--- src/hdl/iobcp_pkg.sv ---
// ----------------------------------------------------------------------------
// iobcp_pkg
// Types, character codes and the note table shared by the command front end,
// the report queue and the report serializer.
// ----------------------------------------------------------------------------
package iobcp_pkg;

    localparam logic [7:0] CHAR_DOLLAR = 8'h24;
    localparam logic [7:0] CHAR_HASH   = 8'h23;
    localparam logic [7:0] CHAR_A      = 8'h61;
    localparam logic [7:0] CHAR_G      = 8'h67;

    localparam int NOTE_TABLE_LEN = 25;
    localparam int REPORT_LEN     = 26;
    localparam int QUEUE_DEPTH    = 2;

    typedef enum logic [1:0] {
        PH_WAIT = 2'd0,
        PH_DATA = 2'd1,
        PH_TERM = 2'd2
    } phase_t;

    typedef enum logic [2:0] {
        CMD_REPORT = 3'd0,
        CMD_LAMP   = 3'd1,
        CMD_PIN567 = 3'd2,
        CMD_NOTE   = 3'd3,
        CMD_SET    = 3'd4,
        CMD_CLR    = 3'd5,
        CMD_PWM    = 3'd6
    } cmd_t;

    // one executed command: sensor snapshot plus output state after execution
    typedef struct packed {
        logic [5:0]       din;
        logic [5:0][9:0]  vals;     // a, b, c, sound, d, e at index 0..5
        logic [7:0]       lamp;
        logic [5:0]       pins;
        logic [2:0]       pwm_en;
        logic [2:0][7:0]  duty;     // pins 3, 5, 6 at index 0..2
        logic             tone;
        logic [10:0]      hz;
    } rpt_job_t;

    // pin 3, 5, 6 bits of a pin mask to the matching pwm enable bits
    function automatic logic [2:0] pwm_cancel(input logic [5:0] m);
        return {m[4], m[3], m[1]};
    endfunction

    function automatic logic [10:0] note_hz(input logic [4:0] idx);
        logic [10:0] hz;
        case (idx)
            5'd0:    hz = 11'd262;
            5'd1:    hz = 11'd277;
            5'd2:    hz = 11'd294;
            5'd3:    hz = 11'd311;
            5'd4:    hz = 11'd330;
            5'd5:    hz = 11'd349;
            5'd6:    hz = 11'd370;
            5'd7:    hz = 11'd392;
            5'd8:    hz = 11'd415;
            5'd9:    hz = 11'd440;
            5'd10:   hz = 11'd466;
            5'd11:   hz = 11'd494;
            5'd12:   hz = 11'd523;
            5'd13:   hz = 11'd554;
            5'd14:   hz = 11'd587;
            5'd15:   hz = 11'd622;
            5'd16:   hz = 11'd659;
            5'd17:   hz = 11'd698;
            5'd18:   hz = 11'd740;
            5'd19:   hz = 11'd784;
            5'd20:   hz = 11'd831;
            5'd21:   hz = 11'd880;
            5'd22:   hz = 11'd932;
            5'd23:   hz = 11'd988;
            5'd24:   hz = 11'd1047;
            default: hz = 11'd0;
        endcase
        return hz;
    endfunction

endpackage

--- src/hdl/iobcp_front.sv ---
// ----------------------------------------------------------------------------
// iobcp_front
// Command parser: collects command, data and terminator bytes, updates the
// lamp, pin and pwm state and queues one report job per executed command.
// ----------------------------------------------------------------------------
module iobcp_front
    import iobcp_pkg::*;
#(
    parameter int NOTE_COUNT = 25
)
(
    input  logic        clk,
    input  logic        rst_n,
    input  logic        push,
    input  logic [7:0]  rx_byte,
    input  logic [5:0]  digital_inputs,
    input  logic [9:0]  analog_a,
    input  logic [9:0]  analog_b,
    input  logic [9:0]  analog_c,
    input  logic [9:0]  sound_level,
    input  logic [9:0]  analog_d,
    input  logic [9:0]  analog_e,
    input  logic        q_full,
    output logic        q_push,
    output rpt_job_t    q_job
);

    phase_t          phase_reg, phase_next;
    cmd_t            cmd_reg, cmd_next;
    logic [1:0]      cnt_reg, cnt_next;
    logic [1:0][7:0] data_reg;
    logic            data_we;
    logic            data_idx;
    logic [7:0]      lamp_reg, lamp_next;
    logic [5:0]      pin_reg, pin_next;
    logic [2:0]      pwm_on_reg, pwm_on_next;
    logic [2:0][7:0] duty_reg, duty_next;
    logic            accept;
    logic            exec;
    logic            tone;
    logic [10:0]     hz;
    logic [7:0]      d0, d1;

    assign accept = push && !q_full;
    assign d0     = data_reg[0];
    assign d1     = data_reg[1];

    always_comb
    begin
        phase_next  = phase_reg;
        cmd_next    = cmd_reg;
        cnt_next    = cnt_reg;
        data_we     = 1'b0;
        data_idx    = cnt_reg[0];
        exec        = 1'b0;
        if (accept)
        begin
            case (phase_reg)
                PH_WAIT:
                begin
                    if (rx_byte inside {[CHAR_A:CHAR_G]})
                    begin
                        cmd_next   = cmd_t'(3'(rx_byte - CHAR_A));
                        cnt_next   = 2'd0;
                        phase_next = (rx_byte == CHAR_A) ? PH_TERM : PH_DATA;
                    end
                end
                PH_DATA:
                begin
                    data_we  = 1'b1;
                    cnt_next = cnt_reg + 2'd1;
                    if (cmd_reg != CMD_PWM || cnt_next >= 2'd2)
                        phase_next = PH_TERM;
                end
                PH_TERM:
                begin
                    phase_next = PH_WAIT;
                    exec       = (rx_byte == CHAR_DOLLAR);
                end
                default:
                    phase_next = PH_WAIT;
            endcase
        end
    end

    // command execution on the terminator
    always_comb
    begin
        lamp_next   = lamp_reg;
        pin_next    = pin_reg;
        pwm_on_next = pwm_on_reg;
        duty_next   = duty_reg;
        tone        = 1'b0;
        hz          = 11'd0;
        case (cmd_reg)
            CMD_LAMP:
                lamp_next = d0;
            CMD_PIN567:
            begin
                pin_next    = {d0[2:0], pin_reg[2:0]};
                pwm_on_next = pwm_on_reg & ~pwm_cancel(6'h38);
            end
            CMD_NOTE:
            begin
                tone = 1'b1;
                if (d0 < 8'(NOTE_COUNT) && d0 < 8'(NOTE_TABLE_LEN))
                    hz = note_hz(d0[4:0]);
            end
            CMD_SET:
            begin
                pin_next    = pin_reg | d0[5:0];
                pwm_on_next = pwm_on_reg & ~pwm_cancel(d0[5:0]);
            end
            CMD_CLR:
            begin
                pin_next    = pin_reg & ~d0[5:0];
                pwm_on_next = pwm_on_reg & ~pwm_cancel(d0[5:0]);
            end
            CMD_PWM:
            begin
                if (d0[0])
                    duty_next[0] = d1;
                if (d0[1])
                    duty_next[1] = d1;
                if (d0[2])
                    duty_next[2] = d1;
                pwm_on_next = pwm_on_reg | d0[2:0];
            end
            default:
            begin
                lamp_next = lamp_reg;
            end
        endcase
    end

    always_ff @(posedge clk or negedge rst_n)
    begin
        if (!rst_n)
        begin
            phase_reg  <= PH_WAIT;
            cmd_reg    <= CMD_REPORT;
            cnt_reg    <= 2'd0;
            lamp_reg   <= 8'd0;
            pin_reg    <= 6'd0;
            pwm_on_reg <= 3'd0;
            duty_reg   <= '0;
        end
        else
        begin
            phase_reg <= phase_next;
            cmd_reg   <= cmd_next;
            cnt_reg   <= cnt_next;
            if (exec)
            begin
                lamp_reg   <= lamp_next;
                pin_reg    <= pin_next;
                pwm_on_reg <= pwm_on_next;
                duty_reg   <= duty_next;
            end
        end
    end

    always_ff @(posedge clk)
    begin
        if (data_we)
            data_reg[data_idx] <= rx_byte;
    end

    assign q_push = exec;

    always_comb
    begin
        q_job.din     = digital_inputs;
        q_job.vals[0] = analog_a;
        q_job.vals[1] = analog_b;
        q_job.vals[2] = analog_c;
        q_job.vals[3] = sound_level;
        q_job.vals[4] = analog_d;
        q_job.vals[5] = analog_e;
        q_job.lamp    = lamp_next;
        q_job.pins    = pin_next;
        q_job.pwm_en  = pwm_on_next;
        q_job.duty    = duty_next;
        q_job.tone    = tone;
        q_job.hz      = hz;
    end

endmodule

--- src/hdl/iobcp_queue.sv ---
// ----------------------------------------------------------------------------
// iobcp_queue
// Short queue of report jobs between the command parser and the serializer.
// ----------------------------------------------------------------------------
module iobcp_queue
    import iobcp_pkg::*;
(
    input  logic     clk,
    input  logic     rst_n,
    input  logic     wr_en,
    input  rpt_job_t wr_job,
    output logic     full,
    input  logic     rd_en,
    output logic     rd_valid,
    output rpt_job_t rd_job
);

    localparam int PTR_W = (QUEUE_DEPTH > 1) ? $clog2(QUEUE_DEPTH) : 1;
    localparam int CNT_W = $clog2(QUEUE_DEPTH + 1);

    rpt_job_t   mem_reg [QUEUE_DEPTH];
    logic [PTR_W-1:0] wr_ptr_reg, wr_ptr_next;
    logic [PTR_W-1:0] rd_ptr_reg, rd_ptr_next;
    logic [CNT_W-1:0] cnt_reg, cnt_next;
    logic             do_wr, do_rd;

    assign full     = (cnt_reg == CNT_W'(QUEUE_DEPTH));
    assign rd_valid = (cnt_reg != '0);
    assign rd_job   = mem_reg[rd_ptr_reg];
    assign do_wr    = wr_en && !full;
    assign do_rd    = rd_en && rd_valid;

    always_comb
    begin
        wr_ptr_next = wr_ptr_reg;
        rd_ptr_next = rd_ptr_reg;
        if (do_wr)
            wr_ptr_next = (wr_ptr_reg == PTR_W'(QUEUE_DEPTH - 1)) ? '0 : wr_ptr_reg + 1'b1;
        if (do_rd)
            rd_ptr_next = (rd_ptr_reg == PTR_W'(QUEUE_DEPTH - 1)) ? '0 : rd_ptr_reg + 1'b1;
        cnt_next = cnt_reg + CNT_W'(do_wr) - CNT_W'(do_rd);
    end

    always_ff @(posedge clk or negedge rst_n)
    begin
        if (!rst_n)
        begin
            wr_ptr_reg <= '0;
            rd_ptr_reg <= '0;
            cnt_reg    <= '0;
        end
        else
        begin
            wr_ptr_reg <= wr_ptr_next;
            rd_ptr_reg <= rd_ptr_next;
            cnt_reg    <= cnt_next;
        end
    end

    always_ff @(posedge clk)
    begin
        if (do_wr)
            mem_reg[wr_ptr_reg] <= wr_job;
    end

endmodule

--- src/hdl/iobcp_back.sv ---
// ----------------------------------------------------------------------------
// iobcp_back
// Report serializer: walks the queued job into the result register, one report
// byte per cycle while the reader pops.
// ----------------------------------------------------------------------------
module iobcp_back
    import iobcp_pkg::*;
(
    input  logic        clk,
    input  logic        rst_n,
    input  logic        q_valid,
    input  rpt_job_t    q_job,
    output logic        q_pop,
    output logic        empty,
    input  logic        pop,
    output logic [7:0]  report_byte,
    output logic        last_of_report,
    output logic [7:0]  lamp_bits,
    output logic [5:0]  pin_levels,
    output logic [2:0]  pwm_enable,
    output logic [7:0]  pwm_duty_a,
    output logic [7:0]  pwm_duty_b,
    output logic [7:0]  pwm_duty_c,
    output logic        tone_start,
    output logic [10:0] tone_hz
);

    localparam int IDX_W = $clog2(REPORT_LEN);

    logic [IDX_W-1:0] idx_reg, idx_next;
    logic             valid_reg, valid_next;
    logic [7:0]       byte_reg, byte_next;
    logic             last_reg, last_next;
    logic [7:0]       lamp_reg;
    logic [5:0]       pins_reg;
    logic [2:0]       pwm_en_reg;
    logic [2:0][7:0]  duty_reg;
    logic             tone_reg, tone_next;
    logic [10:0]      hz_reg, hz_next;
    logic             load;
    logic [IDX_W-1:0] pos;
    logic [9:0]       word;

    assign load  = q_valid && (!valid_reg || pop);
    assign pos   = idx_reg - IDX_W'(2);
    assign word  = (pos[IDX_W-1:2] < 3'd6) ? q_job.vals[pos[IDX_W-1:2]] : 10'd0;

    always_comb
    begin
        // byte 0 is the marker, byte 1 the input bits, then 4-byte values
        if (idx_reg == '0)
            byte_next = CHAR_HASH;
        else if (idx_reg == IDX_W'(1))
            byte_next = {2'b00, q_job.din};
        else
        begin
            case (pos[1:0])
                2'd2:    byte_next = {6'd0, word[9:8]};
                2'd3:    byte_next = word[7:0];
                default: byte_next = 8'd0;
            endcase
        end
        last_next  = (idx_reg == IDX_W'(REPORT_LEN - 1));
        tone_next  = (idx_reg == '0) && q_job.tone;
        hz_next    = tone_next ? q_job.hz : 11'd0;
        idx_next   = idx_reg;
        valid_next = valid_reg;
        if (load)
        begin
            idx_next   = last_next ? '0 : idx_reg + 1'b1;
            valid_next = 1'b1;
        end
        else if (pop)
            valid_next = 1'b0;
    end

    assign q_pop = load && last_next;

    always_ff @(posedge clk or negedge rst_n)
    begin
        if (!rst_n)
        begin
            idx_reg   <= '0;
            valid_reg <= 1'b0;
        end
        else
        begin
            idx_reg   <= idx_next;
            valid_reg <= valid_next;
        end
    end

    always_ff @(posedge clk)
    begin
        if (load)
        begin
            byte_reg   <= byte_next;
            last_reg   <= last_next;
            lamp_reg   <= q_job.lamp;
            pins_reg   <= q_job.pins;
            pwm_en_reg <= q_job.pwm_en;
            duty_reg   <= q_job.duty;
            tone_reg   <= tone_next;
            hz_reg     <= hz_next;
        end
    end

    assign empty          = !valid_reg;
    assign report_byte    = byte_reg;
    assign last_of_report = last_reg;
    assign lamp_bits      = lamp_reg;
    assign pin_levels     = pins_reg;
    assign pwm_enable     = pwm_en_reg;
    assign pwm_duty_a     = duty_reg[0];
    assign pwm_duty_b     = duty_reg[1];
    assign pwm_duty_c     = duty_reg[2];
    assign tone_start     = tone_reg;
    assign tone_hz        = hz_reg;

endmodule

--- src/hdl/io_board_command_protocol.sv ---
// ----------------------------------------------------------------------------
// io_board_command_protocol
// Command protocol of an I/O board: parses command bytes and emits reports.
// ----------------------------------------------------------------------------
// Received bytes go in through push/full, one transaction per cycle while
// full is low. Command letters a to g, their data bytes and the terminator
// are parsed in the front end; on a '$' terminator the command updates lamp,
// pin and pwm state and a 26-byte sensor report is queued. The serializer
// delivers that report as 26 result transactions, one per cycle while pop
// is high, each carrying the state after the command; a two-report queue
// sits between the parser and the serializer, so input stalls (full high)
// only while both queue slots hold reports, and the byte serializer sets the
// sustained command rate. Bytes that execute nothing queue no report.
module io_board_command_protocol
    import iobcp_pkg::*;
#(
    parameter int NOTE_COUNT = 25
)
(
    input  logic        clk,
    input  logic        rst_n,
    input  logic        push,
    output logic        full,
    input  logic [7:0]  rx_byte,
    input  logic [5:0]  digital_inputs,
    input  logic [9:0]  analog_a,
    input  logic [9:0]  analog_b,
    input  logic [9:0]  analog_c,
    input  logic [9:0]  sound_level,
    input  logic [9:0]  analog_d,
    input  logic [9:0]  analog_e,
    output logic        empty,
    input  logic        pop,
    output logic [7:0]  report_byte,
    output logic        last_of_report,
    output logic [7:0]  lamp_bits,
    output logic [5:0]  pin_levels,
    output logic [2:0]  pwm_enable,
    output logic [7:0]  pwm_duty_a,
    output logic [7:0]  pwm_duty_b,
    output logic [7:0]  pwm_duty_c,
    output logic        tone_start,
    output logic [10:0] tone_hz
);

    logic     q_push, q_full, q_pop, q_valid;
    rpt_job_t wr_job, rd_job;

    assign full = q_full;

    iobcp_front #(
        .NOTE_COUNT (NOTE_COUNT)
    ) u_front (
        .clk            (clk),
        .rst_n          (rst_n),
        .push           (push),
        .rx_byte        (rx_byte),
        .digital_inputs (digital_inputs),
        .analog_a       (analog_a),
        .analog_b       (analog_b),
        .analog_c       (analog_c),
        .sound_level    (sound_level),
        .analog_d       (analog_d),
        .analog_e       (analog_e),
        .q_full         (q_full),
        .q_push         (q_push),
        .q_job          (wr_job)
    );

    iobcp_queue u_queue (
        .clk      (clk),
        .rst_n    (rst_n),
        .wr_en    (q_push),
        .wr_job   (wr_job),
        .full     (q_full),
        .rd_en    (q_pop),
        .rd_valid (q_valid),
        .rd_job   (rd_job)
    );

    iobcp_back u_back (
        .clk            (clk),
        .rst_n          (rst_n),
        .q_valid        (q_valid),
        .q_job          (rd_job),
        .q_pop          (q_pop),
        .empty          (empty),
        .pop            (pop),
        .report_byte    (report_byte),
        .last_of_report (last_of_report),
        .lamp_bits      (lamp_bits),
        .pin_levels     (pin_levels),
        .pwm_enable     (pwm_enable),
        .pwm_duty_a     (pwm_duty_a),
        .pwm_duty_b     (pwm_duty_b),
        .pwm_duty_c     (pwm_duty_c),
        .tone_start     (tone_start),
        .tone_hz        (tone_hz)
    );

    // a full queue always has a report under way at the output
    a_full_has_output: assert property (@(posedge clk) disable iff (!rst_n)
        full |-> !empty)
        else $error("queue full while no result is presented");

    // a nonzero frequency only rides on the tone strobe
    a_hz_with_strobe: assert property (@(posedge clk) disable iff (!rst_n)
        (!empty && tone_hz != 11'd0) |-> tone_start)
        else $error("tone frequency without tone strobe");

    // tone strobe only on the first byte of a report
    a_strobe_on_marker: assert property (@(posedge clk) disable iff (!rst_n)
        (!empty && tone_start) |-> (report_byte == CHAR_HASH))
        else $error("tone strobe off the report marker");

    // after the last byte goes, the next result starts a new report
    a_report_restart: assert property (@(posedge clk) disable iff (!rst_n)
        (!empty && pop && last_of_report) |=> (empty || report_byte == CHAR_HASH))
        else $error("report does not restart with the marker");

endmodule

--- config.mk ---
export PLATFORM = sky130hd
export DESIGN_NAME = io_board_command_protocol
export DESIGN_NICKNAME = d
export VERILOG_FILES = /design/src/hdl/iobcp_pkg.sv /design/src/hdl/iobcp_front.sv /design/src/hdl/iobcp_queue.sv /design/src/hdl/iobcp_back.sv /design/src/hdl/io_board_command_protocol.sv
export SDC_FILE = /design/constraint.sdc
export NUM_CORES = 1
export LEC_CHECK = 0
export BUFFER_PORTS_ARGS = -buffer_cell sky130_fd_sc_hd__buf_2
export CAP_MARGIN = 20
export CORE_MARGIN = 5
export CORE_UTILIZATION = 62
export CTS_BUF_LIST = sky130_fd_sc_hd__clkbuf_2 sky130_fd_sc_hd__clkbuf_4 sky130_fd_sc_hd__clkbuf_8
export DETAILED_ROUTE_END_ITERATION = 16
export PLACE_DENSITY = 0.82
export REMOVE_ABC_BUFFERS = 1
export SETUP_SLACK_MARGIN = 0.4
export SYNTH_ARGS = -nofsm -noshare
export SYNTH_HDL_FRONTEND = slang
export SYNTH_HIERARCHICAL = 1
export SYNTH_SLANG_ARGS = --single-unit
export TNS_END_PERCENT = 20
--- constraint.sdc ---
create_clock -name clk -period 10.3 [get_ports clk]
set_clock_uncertainty 0.1 [all_clocks]
set_input_delay 0.515 -clock clk [delete_from_list [all_inputs] [get_ports clk]]
set_output_delay 0.515 -clock clk [all_outputs]
set_load 0.01 [all_outputs]
==> results of run 1 <==
final timing paths:
kind,from,endpoint,slack (ns),depth (start not counted)
hold / removal,rst_n,u_front/lamp_reg[2],0.003,2
min in group clk,analog_d[6],u_queue/mem_reg[0][99],0.04,1
max in group asynchronous,rst_n,u_queue/rd_ptr_reg,9.47,2
setup / recovery,u_queue/cnt_reg[1],u_queue/mem_reg[0][61],5.57,10
hold reg to reg,u_queue/cnt_reg[1],u_queue/cnt_reg[1],0.40,1
setup reg to reg,u_queue/cnt_reg[1],u_queue/mem_reg[0][61],5.57,10
what timing repair did:
item / in CTS / in global routing
hold buffers: 27 / 3
setup endpoints to repair: 0 / 0
hold endpoints to repair: 47 / 5
cell type report:
| class | instances | area [um^2] |
|---|---|---|
| Sequential cell | 385 | 11200 |
| Fill cell | 1728 | 7640 |
| Multi-Input combinational cell | 480 | 4350 |
| Timing Repair Buffer | 180 | 1070 |
| Clock buffer | 77 | 1010 |
| Tap cell | 335 | 419 |
| Clock inverter | 33 | 275 |
| Inverter | 15 | 56.3 |
layer usage:
| layer | share of wire, % | up-vias |
|---|---|---|
| li1 | - | 3973 |
| met1 | 42 | 4254 |
| met2 | 50 | 264 |
| met3 | 6.2 | 42 |
| met4 | 1.5 | 2 |
| met5 | 0.040 | - |
cells by family after synthesis:
group / count (synthesis)
buffers and inverters: 122
AO/OA/AOI/OAI: 91
flip-flops: 385
multiplexers: 232
XOR/XNOR: 7
AND/OR/NAND/NOR: 134
adder cells (fa/ha/maj): 16
synth_stat cells, types with 13 or more instances:
library cell	instances
nand2_1	42
mux2i_1	13
edfxtp_1	316
a21oi_1	18
ha_1	16
and3_1	18
mux2_2	211
and2_1	16
dfrtp_1	58
buf_6	14
nor2_1	17
inv_1	13
o21ai_0	24
buf_4	73
where the power goes:
group          internal, mW  leakage, nW  switching [mW]
registers              1.69         3.86          0.0143
logic                0.0621         2.52          0.0751
clock network         0.766        0.677           0.563
total                  2.52         7.06           0.652
worst register-to-register path, delay by kind of cell, from the launching register on:
family	cells	cell delay, ns
simple gates	5	1.84
flops	1	0.40
buf+inv	5	1.95
==> flow_metrics.env, run 1 <==
export IMPL_peakVddDrop_mv=0.135
export IMPL_path_clk_slew_ns=0.06
export IMPL_worstPathRequired_ns=10.39
export IMPL_drt_initial_drc_count=794
export IMPL_grt_first_pass_wirelength_um=47000
export IMPL_maxSlewHeadroom_pct=28.9
export IMPL_postSynthAreaPerCell_um2=16.6
export IMPL_die_h_um=172
export IMPL_io_pins=142
export IMPL_viasPerCell=5.67
export IMPL_row_count=59
export IMPL_synthSimpleGateAreaFrac_pct=4.59
export IMPL_cts_buffer_depth=3
export IMPL_synth_edf_count=316
export IMPL_yosys_area_top_type_share_pct=58.1
export IMPL_fin_crit_sh_pct=45.9
export IMPL_preCtsSetupSlack_ns=5.43
export IMPL_synth_top_family_by_area="multiplexers"
export IMPL_grtUsageMet1_pct=28.1
export IMPL_utilization_pct=70.6
export IMPL_cts_tree="built"
export IMPL_synthDistinctLibCells=63
export IMPL_clk_latency_ns=0.58
export IMPL_use_met3_pct=4.05
export IMPL_mappedNetlistArea_mm2=0.0163
export IMPL_design_area_mm2=0.0183
export IMPL_grt_use_met2_pct=33.7
export IMPL_critical_path_max_stage_delay_ns=0.79
export IMPL_setup_viol=0
export IMPL_mostFrequentLayoutCell="edfxtp_1"
export IMPL_critical_path_top_delay_family="buffers and inverters"
export IMPL_post_cts_buffers=0
export IMPL_synth_warning_count=6
export IMPL_cts_buffers=59
export IMPL_seq_area_frac_synth_pct=68.3
export IMPL_start_util_pct=62.9
export IMPL_antenna_found_initial=1
export IMPL_placed_cells=1365
export IMPL_hp_class="in2async"
export IMPL_routed_wl_um=30300
export IMPL_drv_cap=0
export IMPL_dp_final_hpwl_um=18900
export IMPL_largest_register_ffs=238
export IMPL_area_delta_synth_final_pct=12.3
export IMPL_fin_ws_ns=5.57
export IMPL_synth_adder_area_share_pct=1.22
export IMPL_drc=0
export IMPL_ys_ff_latch=385
export IMPL_worstMarginPinSlew_ns=1.04
export IMPL_grt_busiest_layer="met2"
export IMPL_crit_chain="nand2b_1 > inv_1 > or3b_2 > or3_1 > clkinv_1 > buf_4 > nand2_1 > nor2_4 > buf_4 > buf_4"
export IMPL_rsz0062_at_grt="no"
export IMPL_fin_nets=1215
export IMPL_hold_violations=0
export IMPL_diodes=0
export IMPL_synthTopCellsByArea="edfxtp_1 (58%), mux2_2 (15%), dfrtp_1 (8.9%), buf_4 (3.4%), dfxtp_1 (1.3%)"
export IMPL_path_class="reg2reg"
export IMPL_crit_fanout=66
export IMPL_synthMuxAreaShare_pct=16.6
export IMPL_place_gp_congestion=0.846
export IMPL_synth_flop_cell="edfxtp_1"
export IMPL_status="finished, final reports clean"
export IMPL_root_buffer="clkbuf_8"
export IMPL_core_mm2=0.0260
export IMPL_grt_max_degree=67
export IMPL_grtUsageTotal_pct=20.3
export IMPL_final_cells=1505
export IMPL_overflow=0
export IMPL_drt_first_pass_iters=4
export IMPL_endpoint_kind="register"
export IMPL_p_total_mw=3.17
export IMPL_htreeDepth=2
export IMPL_cts_resized=0
export IMPL_fmax_ghz=0.212
export IMPL_finalSetupTns_ns=0
export IMPL_num_vias=8535
export IMPL_place_area_mm2=0.0168
export IMPL_synthXorXnorAreaFrac_pct=0.490
export IMPL_fp_dieW_um=172
export IMPL_port_buffers=141
export IMPL_fp_dieArea_mm2=0.0297
export IMPL_worstSetupStartpointType="register"
export IMPL_clkSinkCount=385
export IMPL_slew_violations=0
export IMPL_critPathBufInv=5
export IMPL_synth_compound_area_share_pct=3.64
export IMPL_critical_path_arrival_ns=4.81
export IMPL_synth_top_area_cell="edfxtp_1"
export IMPL_cpMaxStageDelayCell="buf_4"
export IMPL_wl_per_cell_um=20.1
export IMPL_p_leak_nw=7.06
export IMPL_final_cell_mix="edfxtp_1 (316), mux2_2 (211), buf_2 (141), clkbuf_8 (69), dfrtp_1 (57)"
export IMPL_netlist_instances=987
export IMPL_drive_gt1_share_pct=41.0
export IMPL_cp_common_cell="buf_4"
export IMPL_layout_min_cycle_time_ns=4.73
export IMPL_p_per_area_mw_per_mm2=173
export IMPL_ant_nets=0
export IMPL_whs_ns=0.00346
export IMPL_synthArstFlopShare_pct=15.1
export IMPL_grt_pass1_vias=8684
Power figures use the tool's default switching activity.
==> run 2, diff against run 1 <==
==> constraint.sdc (replaced) <==
create_clock -name clk -period 4.5 [get_ports clk]
set_clock_uncertainty 0.1 [all_clocks]
set_input_delay 0.225 -clock clk [delete_from_list [all_inputs] [get_ports clk]]
set_output_delay 0.225 -clock clk [all_outputs]
set_load 0.01 [all_outputs]
==> flow_metrics.env, run 2 (synthesized netlist as in run 1, its figures left out) <==
export IMPL_grt_first_pass_wirelength_um=49600
export IMPL_fp_dieArea_mm2=0.0297
export IMPL_start_util_pct=62.9
export IMPL_clk_latency_ns=0.58
export IMPL_root_buffer="clkbuf_8"
export IMPL_critical_path_top_delay_family="simple AND/OR/NAND/NOR gates"
export IMPL_cts_buffer_depth=3
export IMPL_critical_path_max_stage_delay_ns=0.73
export IMPL_final_cell_mix="edfxtp_1 (316), mux2_2 (211), buf_2 (141), dlygate4sd3_1 (77), clkbuf_8 (65)"
export IMPL_critical_path_arrival_ns=3.55
export IMPL_postCtsHoldBufs=77
export IMPL_routed_wl_um=32200
export IMPL_p_leak_nw=7.27
export IMPL_endpoint_kind="register"
export IMPL_drt_initial_drc_count=803
export IMPL_area_delta_synth_final_pct=15.3
export IMPL_crit_start="u_queue/cnt_reg[1]"
export IMPL_r2r_end="u_queue/mem_reg[0][95]"
export IMPL_overflow=0
export IMPL_slew_violations=0
export IMPL_crit_chain="nand2b_1 > inv_1 > or3b_2 > or3_1 > clkinv_1 > nand2_1 > nor2_4 > buf_12"
export IMPL_setup_viol=0
export IMPL_critPathBufInv=3
export IMPL_mostFrequentLayoutCell="edfxtp_1"
export IMPL_p_total_mw=7.18
export IMPL_grt_pass1_vias=9198
export IMPL_fin_nets=1265
export IMPL_r2r_slack_ns=1.11
export IMPL_worstMarginPinSlew_ns=1.06
export IMPL_fp_dieW_um=172
export IMPL_grt_max_degree=68
export IMPL_num_vias=8956
export IMPL_fmax_ghz=0.295
export IMPL_cpMaxStageDelayCell="nor2_4"
export IMPL_worstPathRequired_ns=4.66
export IMPL_status="finished, final reports clean"
export IMPL_core_mm2=0.0260
export IMPL_viasPerCell=5.76
export IMPL_worstSetupStartpointType="register"
export IMPL_htreeDepth=2
export IMPL_drive_gt1_share_pct=40.0
export IMPL_ant_nets=0
export IMPL_largest_register_ffs=238
export IMPL_hold_violations=0
export IMPL_post_cts_buffers=0
export IMPL_diodes=0
export IMPL_io_pins=142
export IMPL_path_clk_slew_ns=0.06
export IMPL_cts_resized=0
export IMPL_final_cells=1554
export IMPL_timing_rr_start="u_queue/cnt_reg[1]"
export IMPL_layout_min_cycle_time_ns=3.39
export IMPL_maxSlewHeadroom_pct=27.4
export IMPL_cts_tree="built"
export IMPL_row_count=59
export IMPL_dp_final_hpwl_um=19900
export IMPL_crit_fanout=33
export IMPL_reg2reg_depth=8
export IMPL_fin_crit_sh_pct=75.4
export IMPL_port_buffers=141
export IMPL_hp_class="in2async"
export IMPL_p_per_area_mw_per_mm2=381
export IMPL_whs_ns=0.169
export IMPL_drt_first_pass_iters=5
export IMPL_fill_cells=1625
export IMPL_wl_per_cell_um=20.7
export IMPL_path_class="reg2reg"
export IMPL_drv_cap=0
export IMPL_die_h_um=172
export IMPL_grtUsageTotal_pct=21.5
export IMPL_placed_cells=1369
export IMPL_clkSinkCount=385
export IMPL_cts_buffers=58
export IMPL_antenna_found_initial=0
export IMPL_peakVddDrop_mv=0.313
export IMPL_place_gp_congestion=0.837
export IMPL_drc=0
export IMPL_rsz0062_at_grt="no"
[run 2: worst max-delay path by stage]
stage | end | slack [ns] | cells past startpoint
floorplan | u_queue/mem_reg[0][0] | -3.37 | 7
global placement | u_queue/mem_reg[0][112] | 1.14 | 8
detailed placement | u_queue/mem_reg[0][81] | 1.11 | 8
CTS | u_queue/mem_reg[0][37] | 1.09 | 8
global route | u_queue/mem_reg[0][37] | 0.86 | 8
finish | u_queue/mem_reg[0][95] | 1.11 | 8
[run 2: per-stage QoR]
step | area (um^2) | setup TNS, ns | utilization [%] | setup slack (ns)
global route | 18900 | 0 | 72.5 | 0.863
finish | 18900 | 0 | 72.5 | 1.11
CTS | 18900 | 0 | 72.5 | 1.09
detailed placement | 16900 | 0 | 64.9 | 1.11
global placement | 16900 | 0 | 64.9 | 1.14
floorplan | 15600 | -513.63 | - | -3.37
[run 2: final cells by class]
type	count	area [um^2]	share of cell area [%]
tap	335	419	2.22
sequential	385	11200	59.2
clock buffer	94	1110	5.90
multi-input combinational	480	4350	23.1
inverter	15	56.3	0.299
timing repair buffer	231	1640	8.68
clock inverter	14	113	0.597
[run 2: worst register-to-register path: stages (launching register included)]
cell and delay (ns):
dfrtp_1 0.40, nand2b_1 0.13, inv_1 0.10, or3b_2 0.46
or3_1 0.36, clkinv_1 0.25, nand2_1 0.22, nor2_4 0.73
buf_12 0.33
[run 2: routing by layer]
| metal | track usage (%) | routed length [um] | vias to the layer above | share of wire, % |
|---|---|---|---|---|
| li1 | - | - | 4073 | - |
| met1 | 28.8 | 12900 | 4472 | 40 |
| met2 | 36.9 | 16600 | 370 | 52 |
| met3 | 3.96 | 2290 | 41 | 7.1 |
| met4 | 5.37 | 455 | 0 | 1.4 |
| met5 | 0 | 0 | - | 0 |
[run 2: report_power, final]
part           switching, mW  internal, mW  total, mW
clock                   1.25          1.67       2.93
sequential            0.0314          3.87       3.90
combinational          0.182         0.169      0.351
total                   1.47          5.71       7.18
==> run 3, diff against run 2 <==
==> constraint.sdc (replaced) <==
create_clock -name clk -period 3.6 [get_ports clk]
set_clock_uncertainty 0.1 [all_clocks]
set_input_delay 0.18 -clock clk [delete_from_list [all_inputs] [get_ports clk]]
set_output_delay 0.18 -clock clk [all_outputs]
set_load 0.01 [all_outputs]
==> flow_metrics.env, run 3 (synthesized netlist as in run 1, its figures left out) <==
export IMPL_hp_class="in2async"
export IMPL_whs_ns=0.196
export IMPL_critical_path_top_delay_family="simple AND/OR/NAND/NOR gates"
export IMPL_grt_max_degree=96
export IMPL_dp_final_hpwl_um=19400
export IMPL_placed_cells=1373
export IMPL_place_gp_congestion=0.832
export IMPL_cts_resized=0
export IMPL_p_per_area_mw_per_mm2=468
export IMPL_endpoint_kind="register"
export IMPL_area_delta_synth_final_pct=14.9
export IMPL_port_buffers=141
export IMPL_grt_first_pass_wirelength_um=48100
export IMPL_rsz0062_at_grt="no"
export IMPL_antenna_found_initial=0
export IMPL_drc=0
export IMPL_grt_busiest_layer="met2"
export IMPL_critical_path_max_stage_delay_ns=0.45
export IMPL_fmax_ghz=0.334
export IMPL_timing_rr_start="u_queue/cnt_reg[1]"
export IMPL_post_cts_buffers=0
export IMPL_root_buffer="clkbuf_8"
export IMPL_worstPathRequired_ns=3.71
export IMPL_ant_nets=0
export IMPL_worstMarginPinSlew_ns=0.989
export IMPL_critPathBufInv=3
export IMPL_slew_violations=0
export IMPL_crit_fanout=95
export IMPL_row_count=59
export IMPL_fin_nets=1269
export IMPL_routed_wl_um=31000
export IMPL_crit_start="u_queue/cnt_reg[1]"
export IMPL_fp_dieW_um=172
export IMPL_final_cell_mix="edfxtp_1 (316), mux2_2 (211), buf_2 (141), dlygate4sd3_1 (77), clkbuf_8 (62)"
export IMPL_num_vias=8794
export IMPL_layout_min_cycle_time_ns=3.00
export IMPL_viasPerCell=5.64
export IMPL_place_area_mm2=0.0169
export IMPL_diodes=0
export IMPL_drt_first_pass_iters=6
export IMPL_grtUsageTotal_pct=20.7
export IMPL_drv_cap=0
export IMPL_mostFrequentLayoutCell="edfxtp_1"
export IMPL_drt_initial_drc_count=795
export IMPL_largest_register_ffs=238
export IMPL_drive_gt1_share_pct=39.5
export IMPL_final_cells=1559
export IMPL_worstSetupStartpointType="register"
export IMPL_grt_pass1_vias=9032
export IMPL_overflow=0
export IMPL_setup_viol=0
export IMPL_fp_dieArea_mm2=0.0297
export IMPL_cts_buffer_depth=3
export IMPL_p_leak_nw=7.23
export IMPL_utilization_pct=72.3
export IMPL_critical_path_arrival_ns=3.10
export IMPL_io_pins=142
export IMPL_maxSlewHeadroom_pct=34.1
export IMPL_cts_tree="built"
export IMPL_design_area_mm2=0.0188
export IMPL_cts_buffers=58
export IMPL_cpMaxStageDelayCell="or3b_2"
export IMPL_use_met3_pct=4.30
export IMPL_htreeDepth=2
export IMPL_start_util_pct=62.9
export IMPL_peakVddDrop_mv=0.304
export IMPL_hold_violations=0
export IMPL_core_mm2=0.0260
export IMPL_die_h_um=172
export IMPL_grt_use_met2_pct=35.5
export IMPL_grtUsageMet1_pct=27.2
export IMPL_clkSinkCount=385
export IMPL_crit_chain="nand2b_1 > inv_1 > or3b_2 > or3_1 > clkinv_1 > nand2_1 > nor2_4 > buf_12"
export IMPL_status="finished, final reports clean"
export IMPL_path_clk_slew_ns=0.06
export IMPL_path_class="reg2reg"
export IMPL_clk_latency_ns=0.59
export IMPL_fin_crit_sh_pct=83.2
export IMPL_wl_per_cell_um=19.9
run 3: cell types whose count changed in the layout (fill, tap and decap cells not counted), sizes merged:
cell | before | now
inv | 14 | 15
bufinv | 2 | 1
clkbuf | 94 | 83
buf | 154 | 158
clkinv | 12 | 23
clkinvlp | 1 | 2
run 3: layer usage:
layer	wire [um]	vias up	part of all wire [%]
li1	-	4071	-
met1	12800	4374	41
met2	15600	293	50
met3	1920	56	6.2
met4	672	0	2.2
met5	0	-	0
run 3: worst reg2reg max path, delay by kind of cell, from the launching register on:
kind                   cells  cell delay [ns]
flip-flops                 1             0.41
buffers and inverters      3             0.73
AND/OR/NAND/NOR            5             1.29
run 3: power by group:
group,leakage (nW),switching [mW],internal [mW]
clock,0.605,1.60,1.88
sequential,3.86,0.0365,4.84
combinational,2.77,0.222,0.212
run 3: timing repair:
action                                  CTS  global route
hold endpoints to repair                193             0
hold buffers                             77             0
endpoints found under the setup margin    0             0
run 3: through the flow:
step / worst slack, ns / TNS [ns] / power, mW
after floorplan: -4.27 / -734.32 / 5.17
after global placement: 0.686 / 0 / 5.31
after detailed placement: 0.622 / 0 / 5.33
after CTS: 0.597 / 0 / 8.85
after global routing: 0.444 / 0 / 9.14
final: 0.604 / 0 / 8.79
run 3: path summary, 6_finish.rpt:
check / end / slack, ns / depth (start not counted)
worst max-delay path: u_queue/mem_reg[0][109] / 0.60 / 8
worst min-delay path: u_front/lamp_reg[3] / 0.20 / 2
worst max register to register: u_queue/mem_reg[0][109] / 0.60 / 8
worst min register to register: u_front/lamp_reg[2] / 0.40 / 1
max in group asynchronous: u_front/duty_reg[21] / 2.39 / 3
min in group clk: u_queue/mem_reg[0][101] / 0.23 / 2
run 3: final cells by class:
class	count	area, um^2
repair buffers	235	1640
well taps	335	419
multi-input cells	480	4350
clock inverters	26	141
inverters	15	56.3
clock buffers	83	1010
fillers	1656	7200
flip-flops and latches	385	11200
